[src/hdl/fbst_pkg.sv]
// Shared types, codes and constants of the focus/break session timer.
// No dependencies; every other file refers to it by scoped names.
package fbst_pkg;

   localparam int MINUTE_W   = 11;
   localparam int MINS_W     = 16;
   localparam int SECS_W     = 22;
   localparam int CYCLE_W    = 8;
   localparam int SLOT_W     = 24;
   localparam int WORD_W     = 48;
   localparam int WCOUNT_W   = 3;
   localparam int WIDX_W     = 2;
   localparam int MODE_W     = 4;
   localparam int HOUR_FLD_W = 5;
   localparam int MIN_FLD_W  = 6;
   localparam int REQ_DATA_W = 16;
   localparam int RSP_DATA_W = 64;

   // Mode flag bit positions.
   localparam int MODE_ENABLE     = 0;
   localparam int MODE_WINDOW     = 1;
   localparam int MODE_AUTO_BREAK = 2;
   localparam int MODE_AUTO_FOCUS = 3;

   localparam logic [MINS_W-1:0]  FOCUS_MINS_RST = 16'd25;
   localparam logic [MINS_W-1:0]  BREAK_MINS_RST = 16'd5;
   localparam logic [CYCLE_W-1:0] LIMIT_RST      = 8'd4;
   localparam logic [SECS_W-1:0]  SECS_PER_MIN   = 22'd60;
   localparam logic [MINUTE_W-1:0] MINS_PER_HOUR = 11'd60;
   localparam logic [HOUR_FLD_W-1:0] HOUR_MAX    = 5'd23;
   localparam logic [MIN_FLD_W-1:0]  MINUTE_MAX  = 6'd59;

   typedef enum logic [1:0] {
      PH_STOP  = 2'd0,
      PH_FOCUS = 2'd1,
      PH_BREAK = 2'd2
   } fbst_phase_type;

   typedef enum logic [1:0] {
      FN_TICK   = 2'd0,
      FN_START  = 2'd1,
      FN_STOP   = 2'd2,
      FN_TOGGLE = 2'd3
   } fbst_func_type;

   typedef enum logic [WCOUNT_W-1:0] {
      REG_MODE   = 3'd0,
      REG_FOCUS  = 3'd1,
      REG_BREAK  = 3'd2,
      REG_LIMIT  = 3'd3,
      REG_WCOUNT = 3'd4,
      REG_WLOW   = 3'd5,
      REG_WHIGH  = 3'd6
   } fbst_reg_type;

   typedef struct packed {
      fbst_phase_type      phase;
      logic [CYCLE_W-1:0]  cycle;
      logic [SECS_W-1:0]   secs;
      logic [SECS_W-1:0]   len;
      logic                wvalid;
      logic [WIDX_W-1:0]   widx;
   } fbst_state_type;

   typedef struct packed {
      logic [MODE_W-1:0]   mode;
      logic [SECS_W-1:0]   focus_secs;
      logic [SECS_W-1:0]   break_secs;
      logic [CYCLE_W-1:0]  cycle_limit;
      logic                wcheck;
   } fbst_cfg_type;

   typedef struct packed {
      logic                hit;
      logic [WIDX_W-1:0]   idx;
   } fbst_win_type;

   // Stage length in seconds; a zero length counts as one minute.
   function automatic logic [SECS_W-1:0] fbst_stage_secs(input logic [MINS_W-1:0] mins);
      logic [SECS_W-1:0] m;
      m = (mins == '0) ? SECS_W'(1) : SECS_W'(mins);
      return SECS_W'(m * SECS_PER_MIN);
   endfunction

endpackage

[src/hdl/fbst_win_match.sv]
// Time-of-day window matcher: finds the first enabled window holding the minute.
// Depends on fbst_pkg.
module fbst_win_match #(
   parameter int MAX_WINDOWS = 4
) (
   input  logic [fbst_pkg::WORD_W-1:0]   windows_low,
   input  logic [fbst_pkg::WORD_W-1:0]   windows_high,
   input  logic [fbst_pkg::WCOUNT_W-1:0] window_count,
   input  logic [fbst_pkg::MINUTE_W-1:0] minute_of_day,
   output fbst_pkg::fbst_win_type        win
);

   localparam logic [fbst_pkg::WCOUNT_W-1:0] MaxWin = fbst_pkg::WCOUNT_W'(MAX_WINDOWS);

   logic [2*fbst_pkg::WORD_W-1:0]   all_slots;
   logic [fbst_pkg::WCOUNT_W-1:0]   count_used;
   logic [MAX_WINDOWS-1:0]          hit;

   assign all_slots  = {windows_high, windows_low};
   assign count_used = (window_count > MaxWin) ? MaxWin : window_count;

   always_comb begin
      logic [fbst_pkg::SLOT_W-1:0]     slot;
      logic [fbst_pkg::HOUR_FLD_W-1:0] sh, eh;
      logic [fbst_pkg::MIN_FLD_W-1:0]  sm, em;
      logic [fbst_pkg::MINUTE_W-1:0]   t_start, t_end;
      logic                            in_win;
      hit = '0;
      for (int i = 0; i < MAX_WINDOWS; i++) begin
         slot = all_slots[i*fbst_pkg::SLOT_W +: fbst_pkg::SLOT_W];
         sh = (slot[4:0] > fbst_pkg::HOUR_MAX) ? fbst_pkg::HOUR_MAX : slot[4:0];
         sm = (slot[10:5] > fbst_pkg::MINUTE_MAX) ? fbst_pkg::MINUTE_MAX : slot[10:5];
         eh = (slot[15:11] > fbst_pkg::HOUR_MAX) ? fbst_pkg::HOUR_MAX : slot[15:11];
         em = (slot[21:16] > fbst_pkg::MINUTE_MAX) ? fbst_pkg::MINUTE_MAX : slot[21:16];
         t_start = fbst_pkg::MINUTE_W'(fbst_pkg::MINUTE_W'(sh) * fbst_pkg::MINS_PER_HOUR)
                   + fbst_pkg::MINUTE_W'(sm);
         t_end   = fbst_pkg::MINUTE_W'(fbst_pkg::MINUTE_W'(eh) * fbst_pkg::MINS_PER_HOUR)
                   + fbst_pkg::MINUTE_W'(em);
         // A window whose start lies after its end runs over midnight.
         if (t_start <= t_end) begin
            in_win = (minute_of_day >= t_start) && (minute_of_day <= t_end);
         end else begin
            in_win = (minute_of_day >= t_start) || (minute_of_day <= t_end);
         end
         hit[i] = (fbst_pkg::WCOUNT_W'(i) < count_used) && slot[22] && in_win;
      end
   end

   always_comb begin
      win.hit = |hit;
      win.idx = '0;
      for (int i = MAX_WINDOWS - 1; i >= 0; i--) begin
         if (hit[i]) begin
            win.idx = fbst_pkg::WIDX_W'(i);
         end
      end
   end

endmodule

[src/hdl/fbst_step.sv]
// Next-state logic for one request: tick countdown, stage changes and commands.
// Depends on fbst_pkg.
module fbst_step (
   input  fbst_pkg::fbst_state_type       cur,
   input  fbst_pkg::fbst_cfg_type         cfg,
   input  fbst_pkg::fbst_win_type         win,
   input  fbst_pkg::fbst_func_type        func,
   input  logic                           reminder_busy,
   output fbst_pkg::fbst_state_type       nxt,
   output logic                           stage_started,
   output logic                           start_refused
);

   logic                         running;
   logic                         enabled;
   logic                         wact;
   logic [fbst_pkg::CYCLE_W-1:0] limit;

   assign running = (cur.phase != fbst_pkg::PH_STOP);
   assign enabled = cfg.mode[fbst_pkg::MODE_ENABLE];
   assign limit   = (cfg.cycle_limit == '0) ? fbst_pkg::CYCLE_W'(1) : cfg.cycle_limit;
   // Within a tick that reaches the countdown, a window is active exactly when checked.
   assign wact    = cfg.mode[fbst_pkg::MODE_WINDOW] && cfg.wcheck;

   always_comb begin
      nxt           = cur;
      stage_started = 1'b0;
      start_refused = 1'b0;
      case (func)
         fbst_pkg::FN_TICK: begin
            if (cfg.wcheck && !win.hit) begin
               nxt.wvalid = 1'b0;
               nxt.widx   = '0;
               if (running) begin
                  nxt.phase = fbst_pkg::PH_STOP;
                  nxt.cycle = '0;
                  nxt.secs  = '0;
                  nxt.len   = '0;
               end
            end else if (cfg.wcheck && !running) begin
               nxt.wvalid    = 1'b1;
               nxt.widx      = win.idx;
               nxt.phase     = fbst_pkg::PH_FOCUS;
               nxt.cycle     = fbst_pkg::CYCLE_W'(1);
               nxt.secs      = cfg.focus_secs;
               nxt.len       = cfg.focus_secs;
               stage_started = 1'b1;
            end else begin
               nxt.wvalid = cfg.wcheck;
               nxt.widx   = cfg.wcheck ? win.idx : '0;
               if (running) begin
                  if (cur.secs > fbst_pkg::SECS_W'(1)) begin
                     nxt.secs = cur.secs - fbst_pkg::SECS_W'(1);
                  end else begin
                     nxt.secs = '0;
                     case (cur.phase)
                        fbst_pkg::PH_FOCUS: begin
                           if ((wact || cur.cycle < limit) &&
                               (wact || cfg.mode[fbst_pkg::MODE_AUTO_BREAK])) begin
                              nxt.phase     = fbst_pkg::PH_BREAK;
                              nxt.secs      = cfg.break_secs;
                              nxt.len       = cfg.break_secs;
                              stage_started = 1'b1;
                           end else begin
                              nxt.phase = fbst_pkg::PH_STOP;
                              nxt.cycle = '0;
                              nxt.len   = '0;
                           end
                        end
                        fbst_pkg::PH_BREAK: begin
                           // A busy reminder holds the break end with zero seconds left.
                           if (!reminder_busy) begin
                              if (wact || cfg.mode[fbst_pkg::MODE_AUTO_FOCUS]) begin
                                 if (wact) begin
                                    nxt.cycle = (cur.cycle >= limit) ? fbst_pkg::CYCLE_W'(1)
                                                : cur.cycle + fbst_pkg::CYCLE_W'(1);
                                 end else begin
                                    nxt.cycle = cur.cycle + fbst_pkg::CYCLE_W'(1);
                                 end
                                 nxt.phase     = fbst_pkg::PH_FOCUS;
                                 nxt.secs      = cfg.focus_secs;
                                 nxt.len       = cfg.focus_secs;
                                 stage_started = 1'b1;
                              end else begin
                                 nxt.phase = fbst_pkg::PH_STOP;
                                 nxt.cycle = '0;
                                 nxt.len   = '0;
                              end
                           end
                        end
                        default: begin
                           nxt.phase = fbst_pkg::PH_STOP;
                           nxt.cycle = '0;
                           nxt.len   = '0;
                        end
                     endcase
                  end
               end
            end
         end
         fbst_pkg::FN_STOP: begin
            nxt.phase = fbst_pkg::PH_STOP;
            nxt.cycle = '0;
            nxt.secs  = '0;
            nxt.len   = '0;
         end
         fbst_pkg::FN_START, fbst_pkg::FN_TOGGLE: begin
            if (func == fbst_pkg::FN_TOGGLE && running) begin
               nxt.phase = fbst_pkg::PH_STOP;
               nxt.cycle = '0;
               nxt.secs  = '0;
               nxt.len   = '0;
            end else if (enabled) begin
               nxt.phase     = fbst_pkg::PH_FOCUS;
               nxt.cycle     = fbst_pkg::CYCLE_W'(1);
               nxt.secs      = cfg.focus_secs;
               nxt.len       = cfg.focus_secs;
               stage_started = 1'b1;
            end else begin
               start_refused = 1'b1;
            end
         end
         default: begin
            nxt = cur;
         end
      endcase
   end

endmodule

[src/hdl/focus_break_session_timer_top.sv]
// Top level of the focus/break session timer: handshakes, configuration registers,
// session state and the request and response registers. Depends on fbst_pkg,
// fbst_win_match and fbst_step. A request waits in the request register until the
// response register can advance; one request per cycle unless it stalls. The state
// update lies between the request and response registers. Reset (synchronous, active
// high) stops the session and loads the register defaults; ready rises after reset.
module focus_break_session_timer_top #(
   parameter int MAX_WINDOWS = 4
) (
   input  logic                              clock,
   input  logic                              reset,
   input  logic                              req_tvalid,
   output logic                              req_tready,
   // req_tdata: minute_of_day [10:0], reminder_busy [11], zero [15:12]
   input  logic [fbst_pkg::REQ_DATA_W-1:0]   req_tdata,
   // req_tuser: func [1:0]
   input  logic [1:0]                        req_tuser,
   output logic                              rsp_tvalid,
   input  logic                              rsp_tready,
   // rsp_tdata: phase [1:0], seconds_left [23:2], stage_length [45:24],
   // cycle_number [53:46], window_valid [54], window_index [56:55],
   // stage_started [57], start_refused [58], zero [63:59]
   output logic [fbst_pkg::RSP_DATA_W-1:0]   rsp_tdata,
   input  logic                              csr_valid,
   output logic                              csr_ready,
   input  logic [fbst_pkg::WCOUNT_W-1:0]     csr_index,
   input  logic [fbst_pkg::WORD_W-1:0]       csr_data
);

   // Configuration registers; stage lengths are kept in seconds.
   logic [fbst_pkg::MODE_W-1:0]    mode_ff;
   logic [fbst_pkg::SECS_W-1:0]    focus_secs_ff;
   logic [fbst_pkg::SECS_W-1:0]    break_secs_ff;
   logic [fbst_pkg::CYCLE_W-1:0]   limit_ff;
   logic [fbst_pkg::WCOUNT_W-1:0]  wcount_ff;
   logic [fbst_pkg::WORD_W-1:0]    wlow_ff;
   logic [fbst_pkg::WORD_W-1:0]    whigh_ff;

   fbst_pkg::fbst_state_type       state_ff, state_in, step_state;

   logic                           live_ff;
   logic                           req_valid_ff;
   fbst_pkg::fbst_func_type        req_func_ff;
   logic [fbst_pkg::MINUTE_W-1:0]  req_minute_ff;
   logic                           req_busy_ff;

   logic                           rsp_valid_ff;
   logic [fbst_pkg::RSP_DATA_W-1:0] rsp_data_ff, rsp_data_in;

   logic                           advance;
   logic                           fire;
   logic                           req_accept;
   logic                           csr_write;
   logic [fbst_pkg::MODE_W-1:0]    mode_in;
   logic                           started, refused;

   fbst_pkg::fbst_cfg_type         cfg;
   fbst_pkg::fbst_win_type         win;

   assign advance    = !rsp_valid_ff || rsp_tready;
   assign fire       = req_valid_ff && advance;
   assign req_tready = live_ff && (advance || !req_valid_ff);
   assign req_accept = req_tvalid && req_tready;
   assign csr_ready  = live_ff;
   assign csr_write  = csr_valid && csr_ready;
   assign rsp_tvalid = rsp_valid_ff;
   assign rsp_tdata  = rsp_data_ff;

   assign cfg.mode        = mode_ff;
   assign cfg.focus_secs  = focus_secs_ff;
   assign cfg.break_secs  = break_secs_ff;
   assign cfg.cycle_limit = limit_ff;
   assign cfg.wcheck      = mode_ff[fbst_pkg::MODE_ENABLE] && mode_ff[fbst_pkg::MODE_WINDOW]
                            && (wcount_ff != '0);

   fbst_win_match #(
      .MAX_WINDOWS (MAX_WINDOWS)
   ) u_win_match (
      .windows_low   (wlow_ff),
      .windows_high  (whigh_ff),
      .window_count  (wcount_ff),
      .minute_of_day (req_minute_ff),
      .win           (win)
   );

   fbst_step u_step (
      .cur           (state_ff),
      .cfg           (cfg),
      .win           (win),
      .func          (req_func_ff),
      .reminder_busy (req_busy_ff),
      .nxt           (step_state),
      .stage_started (started),
      .start_refused (refused)
   );

   assign mode_in = (csr_index == fbst_pkg::REG_MODE) ? csr_data[fbst_pkg::MODE_W-1:0]
                    : mode_ff;

   always_comb begin
      state_in = state_ff;
      if (csr_write && csr_index <= fbst_pkg::REG_WHIGH) begin
         // Any register write drops the window status; disabling stops a session.
         state_in.wvalid = 1'b0;
         state_in.widx   = '0;
         if (!mode_in[fbst_pkg::MODE_ENABLE]) begin
            state_in.phase = fbst_pkg::PH_STOP;
            state_in.cycle = '0;
            state_in.secs  = '0;
            state_in.len   = '0;
         end
      end else if (fire) begin
         state_in = step_state;
      end
   end

   always_comb begin
      rsp_data_in        = '0;
      rsp_data_in[1:0]   = step_state.phase;
      rsp_data_in[23:2]  = step_state.secs;
      rsp_data_in[45:24] = step_state.len;
      rsp_data_in[53:46] = step_state.cycle;
      rsp_data_in[54]    = step_state.wvalid;
      rsp_data_in[56:55] = step_state.wvalid ? step_state.widx : '0;
      rsp_data_in[57]    = started;
      rsp_data_in[58]    = refused;
   end

   always_ff @(posedge clock) begin
      if (reset) begin
         live_ff <= 1'b0;
      end else begin
         live_ff <= 1'b1;
      end
   end

   always_ff @(posedge clock) begin
      if (reset) begin
         mode_ff       <= '0;
         focus_secs_ff <= fbst_pkg::fbst_stage_secs(fbst_pkg::FOCUS_MINS_RST);
         break_secs_ff <= fbst_pkg::fbst_stage_secs(fbst_pkg::BREAK_MINS_RST);
         limit_ff      <= fbst_pkg::LIMIT_RST;
         wcount_ff     <= '0;
         wlow_ff       <= '0;
         whigh_ff      <= '0;
      end else if (csr_write) begin
         case (csr_index)
            fbst_pkg::REG_MODE:   mode_ff <= csr_data[fbst_pkg::MODE_W-1:0];
            fbst_pkg::REG_FOCUS:
               focus_secs_ff <= fbst_pkg::fbst_stage_secs(csr_data[fbst_pkg::MINS_W-1:0]);
            fbst_pkg::REG_BREAK:
               break_secs_ff <= fbst_pkg::fbst_stage_secs(csr_data[fbst_pkg::MINS_W-1:0]);
            fbst_pkg::REG_LIMIT:  limit_ff  <= csr_data[fbst_pkg::CYCLE_W-1:0];
            fbst_pkg::REG_WCOUNT: wcount_ff <= csr_data[fbst_pkg::WCOUNT_W-1:0];
            fbst_pkg::REG_WLOW:   wlow_ff   <= csr_data;
            fbst_pkg::REG_WHIGH:  whigh_ff  <= csr_data;
            default: begin
            end
         endcase
      end
   end

   always_ff @(posedge clock) begin
      if (reset) begin
         state_ff.phase  <= fbst_pkg::PH_STOP;
         state_ff.cycle  <= '0;
         state_ff.secs   <= '0;
         state_ff.len    <= '0;
         state_ff.wvalid <= 1'b0;
         state_ff.widx   <= '0;
      end else begin
         state_ff <= state_in;
      end
   end

   always_ff @(posedge clock) begin
      if (reset) begin
         req_valid_ff <= 1'b0;
      end else if (req_accept) begin
         req_valid_ff <= 1'b1;
      end else if (advance) begin
         req_valid_ff <= 1'b0;
      end
   end

   always_ff @(posedge clock) begin
      if (req_accept) begin
         req_func_ff   <= fbst_pkg::fbst_func_type'(req_tuser);
         req_minute_ff <= req_tdata[fbst_pkg::MINUTE_W-1:0];
         req_busy_ff   <= req_tdata[fbst_pkg::MINUTE_W];
      end
   end

   always_ff @(posedge clock) begin
      if (reset) begin
         rsp_valid_ff <= 1'b0;
      end else if (fire) begin
         rsp_valid_ff <= 1'b1;
      end else if (rsp_tready) begin
         rsp_valid_ff <= 1'b0;
      end
   end

   always_ff @(posedge clock) begin
      if (fire) begin
         rsp_data_ff <= rsp_data_in;
      end
   end

endmodule
[config.mk]
export PLATFORM = sky130hd
export DESIGN_NAME = focus_break_session_timer_top
export DESIGN_NICKNAME = d
export VERILOG_FILES = /design/src/hdl/fbst_pkg.sv /design/src/hdl/fbst_win_match.sv /design/src/hdl/fbst_step.sv /design/src/hdl/focus_break_session_timer_top.sv
export SDC_FILE = /design/constraint.sdc
export NUM_CORES = 1
export LEC_CHECK = 0
export ABC_AREA = 1
export BUFFER_PORTS_ARGS = -buffer_cell sky130_fd_sc_hd__buf_2
export CORE_MARGIN = 2
export CORE_UTILIZATION = 40
export DETAILED_ROUTE_END_ITERATION = 7
export PLACE_DENSITY = 0.56
export SYNTH_ARGS = -nofsm -noshare
export SYNTH_HDL_FRONTEND = slang
export SYNTH_SLANG_ARGS = --single-unit
[constraint.sdc]
create_clock -name clock -period 7.5 [get_ports clock]
set_clock_uncertainty 0.05 [all_clocks]
set_input_delay 0.375 -clock clock [delete_from_list [all_inputs] [get_ports clock]]
set_output_delay 0.375 -clock clock [all_outputs]
set_load 0.05 [all_outputs]
* Word-level counts from Yosys, hierarchy flattened
Cells that the tools add are included.
Storage, ports and cells: output and inout bits 67, register bits 282, input port bits 74, logic and storage cells 221
Cells by class: bitwise operators 1, eq/ne operators 12, multiply operators 9, $lt $le $gt $ge 37, multiplexer cells 71, reduce and logical (&&, ||, !) cells 58, $add $sub $neg 10
Operator list (count):
- $mux W54 | 6
- $mux W57 | 4
- $pmux W54 S3 | 1
- $add A11 B6 Y11 | 8
- $le A11 B11 Y1 | 8
- $mux W22 | 4
- $pmux W22 S2 | 2
- $mul A5 B4 Y9 const B | 8
- $gt A6 B6 Y1 const B | 8
- $mux W6 | 8
- $ge A11 B11 Y1 | 4
- $gt A5 B5 Y1 const B | 8
- $mux W5 | 8
- $mux W8 | 4
- $logic_and A1 B1 Y1 | 24
- $gt A22 B1 Y1 const B | 1
- $sub A22 B1 Y22 const B | 1
- $mul A16 B4 Y20 const B | 1
- $mux W1 | 20
- $pmux W10 S2 | 1
- $logic_not A16 Y1 | 1
- $mux W16 | 1
- $reduce_and A2 Y1 | 8
- $mux W2 | 6
- 27 further kinds | 53

* Depth between registers and ports, before layout
depth in word-level cells 18, depth in mapped cells 37, gate-level depth less buffers 36

* By module
Synthesis repeated with hierarchy kept, for this count alone.
Unflattened totals: cell total of the unflattened synthesis 3537, area total of the unflattened synthesis 24853.8 µm²
By module, submodules not included:
- focus_break_session_timer_top | area an instance 11624.9 µm², cells an instance 1327, instances 1
- fbst_win_match | area an instance 9335.2 µm², cells an instance 1377, instances 1
- fbst_step | area an instance 3893.7 µm², cells an instance 833, instances 1

* Least setup slack after synthesis
Ideal clock, no wire load.
path type register to register, start point reg whigh_ff[4] (netlist name), end point reg rsp_data_ff (netlist bit rsp_tdata[2]) (data pin), arrival 5080 ps, stages on the path, launching flop included 34, data required time 7195 ps, period minus slack after synthesis 5384 ps, setup slack 2116 ps, cells stage by stage dfxtp_1 -> a21oi_1 -> fa_1 -> inv_1 -> fa_1 -> inv_1 -> fa_1 -> inv_1 -> ha_1 -> inv_1 -> nor2_1 -> nor2_1 -> nor2_1 -> inv_1 -> nor3_1 -> nand2_1 -> xnor2_1 -> ha_1 -> nand2_1 -> inv_1 -> nand3_1 -> or3b_2 -> inv_1 -> o21ai_0 -> nand2_1 -> nand3_1 -> nand2_1 -> inv_1 -> nand3_4 -> nor2_8 -> buf_6 -> nand2_1 -> nand3_1 -> and2_1
On the way: cells in the longest elaborated chain, start to end 13, elaborated cells on any way between the ends 15
RTL lines:
- from (decl) | line focus_break_session_timer_top.sv:37 | logic [fbst_pkg::WORD_W-1:0] whigh_ff;
- from (signal assigned) | line focus_break_session_timer_top.sv:156 | fbst_pkg::REG_WHIGH: whigh_ff <= csr_data;
- $gt A5 B5 Y1 | line fbst_win_match.sv:31 | sh = (slot[4:0] > fbst_pkg::HOUR_MAX) ? fbst_pkg::HOUR_MAX : slot[4:0];
- $mux W5 * | line fbst_win_match.sv:31
- $mul A5 B4 Y9 * | line fbst_win_match.sv:35 | t_start = fbst_pkg::MINUTE_W'(fbst_pkg::MINUTE_W'(sh) * fbst_pkg::MINS_PER_HOUR)
- $add A11 B6 Y11 * | line fbst_win_match.sv:36 | + fbst_pkg::MINUTE_W'(sm);
- $ge A11 B11 Y1 | line fbst_win_match.sv:41, fbst_win_match.sv:43
- $logic_or A1 B1 Y1 / $logic_and A1 B1 Y1 (equally long branches) | line fbst_win_match.sv:43, fbst_win_match.sv:41
- $mux W1 * | line fbst_win_match.sv:40 | if (t_start <= t_end) begin
- $logic_and A1 B1 Y1 * | line fbst_win_match.sv:45 | hit[i] = (fbst_pkg::WCOUNT_W'(i) < count_used) && slot[22] && in_win;
- $reduce_or A4 Y1 * | line fbst_win_match.sv:50 | win.hit = |hit;
- $logic_not A1 Y1 * | line fbst_step.sv:31 | if (cfg.wcheck && !win.hit) begin
- $logic_and A1 B1 Y1 * | line fbst_step.sv:31
- $mux W57 * | line fbst_step.sv:31
- $pmux W54 S3 * | line fbst_step.sv:29 | case (func)
- via rsp_data_in (one bit) | line focus_break_session_timer_top.sv:48 | logic [fbst_pkg::RSP_DATA_W-1:0] rsp_data_ff, rsp_data_in;
- to (signal assigned) | line focus_break_session_timer_top.sv:206 | rsp_data_ff <= rsp_data_in;
- to (decl) | line focus_break_session_timer_top.sv:48
Mark *: on every way through the listed nets, which the timed path passes. The rest lies on a longest branch. A chain may end at the register's enable or synchronous reset.

* Final worst setup path
start point reg whigh_ff[4] (netlist name), end point reg state_ff[36] (netlist name)
On the way: cells in the longest elaborated chain, start to end 15, elaborated cells on any way between the ends 17
RTL lines:
- $gt A5 B5 Y1 | line fbst_win_match.sv:31
- $mux W5 * | line fbst_win_match.sv:31
- $mul A5 B4 Y9 * | line fbst_win_match.sv:35
- $add A11 B6 Y11 * | line fbst_win_match.sv:36
- $ge A11 B11 Y1 | line fbst_win_match.sv:41, fbst_win_match.sv:43
- $logic_or A1 B1 Y1 / $logic_and A1 B1 Y1 (equally long branches) | line fbst_win_match.sv:43, fbst_win_match.sv:41
- $mux W1 * | line fbst_win_match.sv:40
- $logic_and A1 B1 Y1 * | line fbst_win_match.sv:45
- $reduce_or A4 Y1 * | line fbst_win_match.sv:50
- $logic_not A1 Y1 * | line fbst_step.sv:31
- $logic_and A1 B1 Y1 * | line fbst_step.sv:31
- $mux W57 * | line fbst_step.sv:31
- $pmux W54 S3 * | line fbst_step.sv:29
- via rsp_data_in (one bit) | line focus_break_session_timer_top.sv:48
- $mux W57 * | line focus_break_session_timer_top.sv:112 | end else if (fire) begin
- $mux W57 * | line focus_break_session_timer_top.sv:102 | if (csr_write && csr_index <= fbst_pkg::REG_WHIGH) begin
- to (signal assigned) | line focus_break_session_timer_top.sv:172 | state_ff <= state_in;
- to (decl) | line focus_break_session_timer_top.sv:39 | fbst_pkg::fbst_state_type state_ff, state_in, step_state;
Mark *: on every way through the listed nets, which the timed path passes. The rest lies on a longest branch. The select of a mux whose other input is x is not followed.

==> flow_summary_export.csv <==
group,metric,value,unit
layout,area_growth_syn_to_layout,10.19,%
run,max_cap_violations,0,
synth,yosys.area.top_type,"dfxtp_1",
min_path,holdPathStages,1,
synth,syn_avg_cell_area,7.193,µm²
synth,synth_top_area_share,0.1714,
synth,synthesis.area,24170,µm²
synth,synth_most_common_cell,"nand2_1",
placement,place_area,25290,µm²
clock_network,htree_levels,2,
layout,multiInputGateArea,15540,µm²
layout,fillCellCount,6228,
detailed_routing,drc_errors,0,
timing,slew_headroom,0.2350,
min_path,min-delay-path-class,"in2reg",
placement,gp_congestion,0.8973,
critical_path,worst_ep_arrival_time,7.07,ns
detailed_routing,dr.first_iter.drc_count,1583,
detailed_routing,routed_wl,71730,µm
power_and_ir_drop,power.total,4378,µW
detailed_routing,vias,21680,
layout,layout.nets,3843,
clock_network,cts_tree,"done",
layout,stdcell_area,26640,µm²
critical_path,crit_slowest_cell,"nor2_8",
timing,slew_violations,0,
critical_path,reg2reg_depth,34,
grt,gr-usage-met3,0.03609,
timing,setup_tns,0,ns
floorplanning,initial_core_util,0.4028,
floorplanning,die_area,62420,µm²
timing,max_freq,0.1508,GHz
clock_network,clk_path_buf_depth,3,
grt,grt_max_degree,87,
synth,synth.distinct_cells,59,
clock_network,cts_sinks,280,
timing,post-route-min-period,6.630,ns
detailed_routing,detail_route.first_pass.iterations,6,
synth,synthTopCellsByArea,"dfxtp_1 17%, ha_1 15%, nand2_1 9.7%",
floorplanning,die_h,249.8,µm
run_status,status,"complete, no violations",
floorplanning,die_width,249.8,µm
clock_network,clk-insertion-delay-late,0.57,ns
power_and_ir_drop,ir_drop,110.3,µV
detailed_routing,ant_nets,0,
placement,hpwlAfterDp,52320,µm
placement,portBuffers,129,
critical_path,path_class,"reg2reg",
timing,whs,0.02898,ns
timing,tightestPinTransition,1.146,ns
synth,synth_flop_cell,"dfxtp_1",
floorplanning,io_pins,141,
grt,met2_usage,0.3600,
floorplanning,coreArea,60020,µm²
synth,synth_edf_count,73,
grt,grt_usage,0.2291,
critical_path,cp_max_fo,41,
synth,seq_area_frac_synth,0.2621,
clock_network,clk_pin_slew,0.06,ns
grt,grt_util_met1,0.3261,
timing,finalHoldViolations,0,
critical_path,end_kind,"register",
grt,grt_pass1_vias,20490,
timing,min_period_over_period,0.8840,
floorplanning,std_cell_rows,90,
detailed_routing,vias_per_cell,5.147,
synth,synth_warnings,0,
grt,gr-total-overflow,0,
clock_network,cts_buffers,36,
grt,antenna_found_initial,2,
synth,synth-async-reset-ratio,0,
power_and_ir_drop,power.leakage,0.01306,µW
detailed_routing,wire_per_inst,17.03,µm
critical_path,cp-start-kind,"register",
critical_path,crit_required,7.94,ns
grt,grt_pass1_wl,113700,µm
layout,seqCellArea,6336,µm²
layout,layout-drive-gt1-share,0.08518,
timing,rsz0062_at_grt,"no",
synth,ys_top_cells_by_count,"623 x nand2_1, 430 x inv_1, 368 x nor2_1",
power_and_ir_drop,power_density,164.4,nW/µm²
critical_path,critPathMaxStageDelay,0.69,ns
timing,finalSetupViolations,0,
synth,synth_seq_cells,280,
clock_network,cts_root_buf,"clkbuf_16",
grt,grt.busiest_layer,"met2",
synth,syn-instance-count,3361,
==> flip-flops by register name (all words and copies together), names as in the netlist <==
name,flops
wcount_ff,3
req_busy_ff,1
wlow_ff,46
focus_secs_ff,20
rsp_tdata,59
break_secs_ff,20
req_func_ff,2
req_valid_ff,1
limit_ff,8
mode_ff,4
whigh_ff,46
req_minute_ff,11
state_ff,57
rsp_tvalid,1
csr_ready,1
==> final cells by class <==
type | count | area share
clock inverters | 21 | 0.009253
flip-flops and latches | 280 | 0.2379
repair buffers | 163 | 0.03523
diodes | 1 | 0.00009394
inverters | 437 | 0.06163
clock buffers | 44 | 0.03570
multi-input cells | 2483 | 0.5835
well taps | 782 | 0.03673
==> worst max-delay path, delay by kind of cell (launching register included) <==
family / cells / cell delay (ns)
fa+ha+maj: 5 / 2.10
xor+xnor: 1 / 0.28
buf+inv: 7 / 0.53
simple gates: 18 / 2.60
compound gates: 3 / 0.51
flops: 1 / 0.48
==> where the power goes <==
group / internal (µW) / switching, µW / leakage (µW)
Clock: 1050 / 742 / 0.000584
Sequential: 1590 / 35.5 / 0.00234
Combinational: 329 / 633 / 0.0101
Total: 2970 / 1410 / 0.0131
==> metrics by stage <==
| stage | worst slack (ns) | cells | util |
|---|---|---|---|
| 4_1_cts | 0.8435 | 4210 | 0.4438 |
| 2_1_floorplan | 2.116 | 3365 | - |
| 5_1_grt | 0.2533 | 4211 | 0.4438 |
| 6_report | 0.8701 | 4211 | 0.4438 |
| 3_5_place_dp | 0.8580 | 4130 | 0.4213 |
| 3_3_place_gp | 0.9037 | 4130 | 0.4213 |
==> worst paths after layout <==
check                                              start                        end  slack (ns)
worst max-delay path            whigh_ff[4]$_SDFFE_PP0P_  state_ff[36]$_SDFFE_PP0P_        0.87
worst max register to register  whigh_ff[4]$_SDFFE_PP0P_  state_ff[36]$_SDFFE_PP0P_        0.87
worst min register to register  wlow_ff[22]$_SDFFE_PP0P_   wlow_ff[22]$_SDFFE_PP0P_        0.40
worst min-delay path                        req_tuser[0]   req_func_ff[0]$_DFFE_PP_        0.03
==> logic make-up (layout without fill, tap and decap cells) <==
logic type | after synthesis | after routing | share of synthesized area
AND/OR/NAND/NOR | 1327 | 1327 | 0.2387
AO/OA/AOI/OAI | 683 | 683 | 0.1488
flip-flops | 280 | 280 | 0.2621
adder cells (fa/ha/maj) | 368 | 368 | 0.2166
buffers and inverters | 602 | 665 | 0.09756
other | 1 | 6 | 0.0001551
XOR/XNOR | 100 | 100 | 0.03623
==> placed cells by master, fill, tap and decap left out, types with 5 or more instances in the layout <==
master,n
o2111ai_1,11
nand3_2,28
and2_1,13
nand3_1,170
a31oi_1,6
buf_2,129
a21oi_1,335
fa_1,84
xnor2_1,46
nor2_1,363
nor3_1,21
nor2_2,7
clkinv_2,7
or2_2,21
nand4_1,42
nand2_1,623
o21ai_0,273
a21o_1,6
o211ai_1,17
inv_1,427
nor2_4,8
nor4_1,9
conb_1,5
clkbuf_16,36
o21ai_1,8
buf_4,19
edfxtp_1,73
dlygate4sd3_1,15
nand2_2,5
clkbuf_1,6
ha_1,284
xor2_1,54
dfxtp_1,207
inv_2,7
==> what timing repair did <==
action,in CTS,in global routing
hold buffers,15,0
gates resized for setup,0,0
endpoints found under the hold margin,16,0
buffers inserted,0,0
==> per-layer routing <==
layer,share of wire,vias up
li1,-,11100
met1,0.48,9935
met2,0.43,537
met3,0.065,101
met4,0.024,0
met5,0,-
No activity file was read; power rests on OpenSTA's default activity.
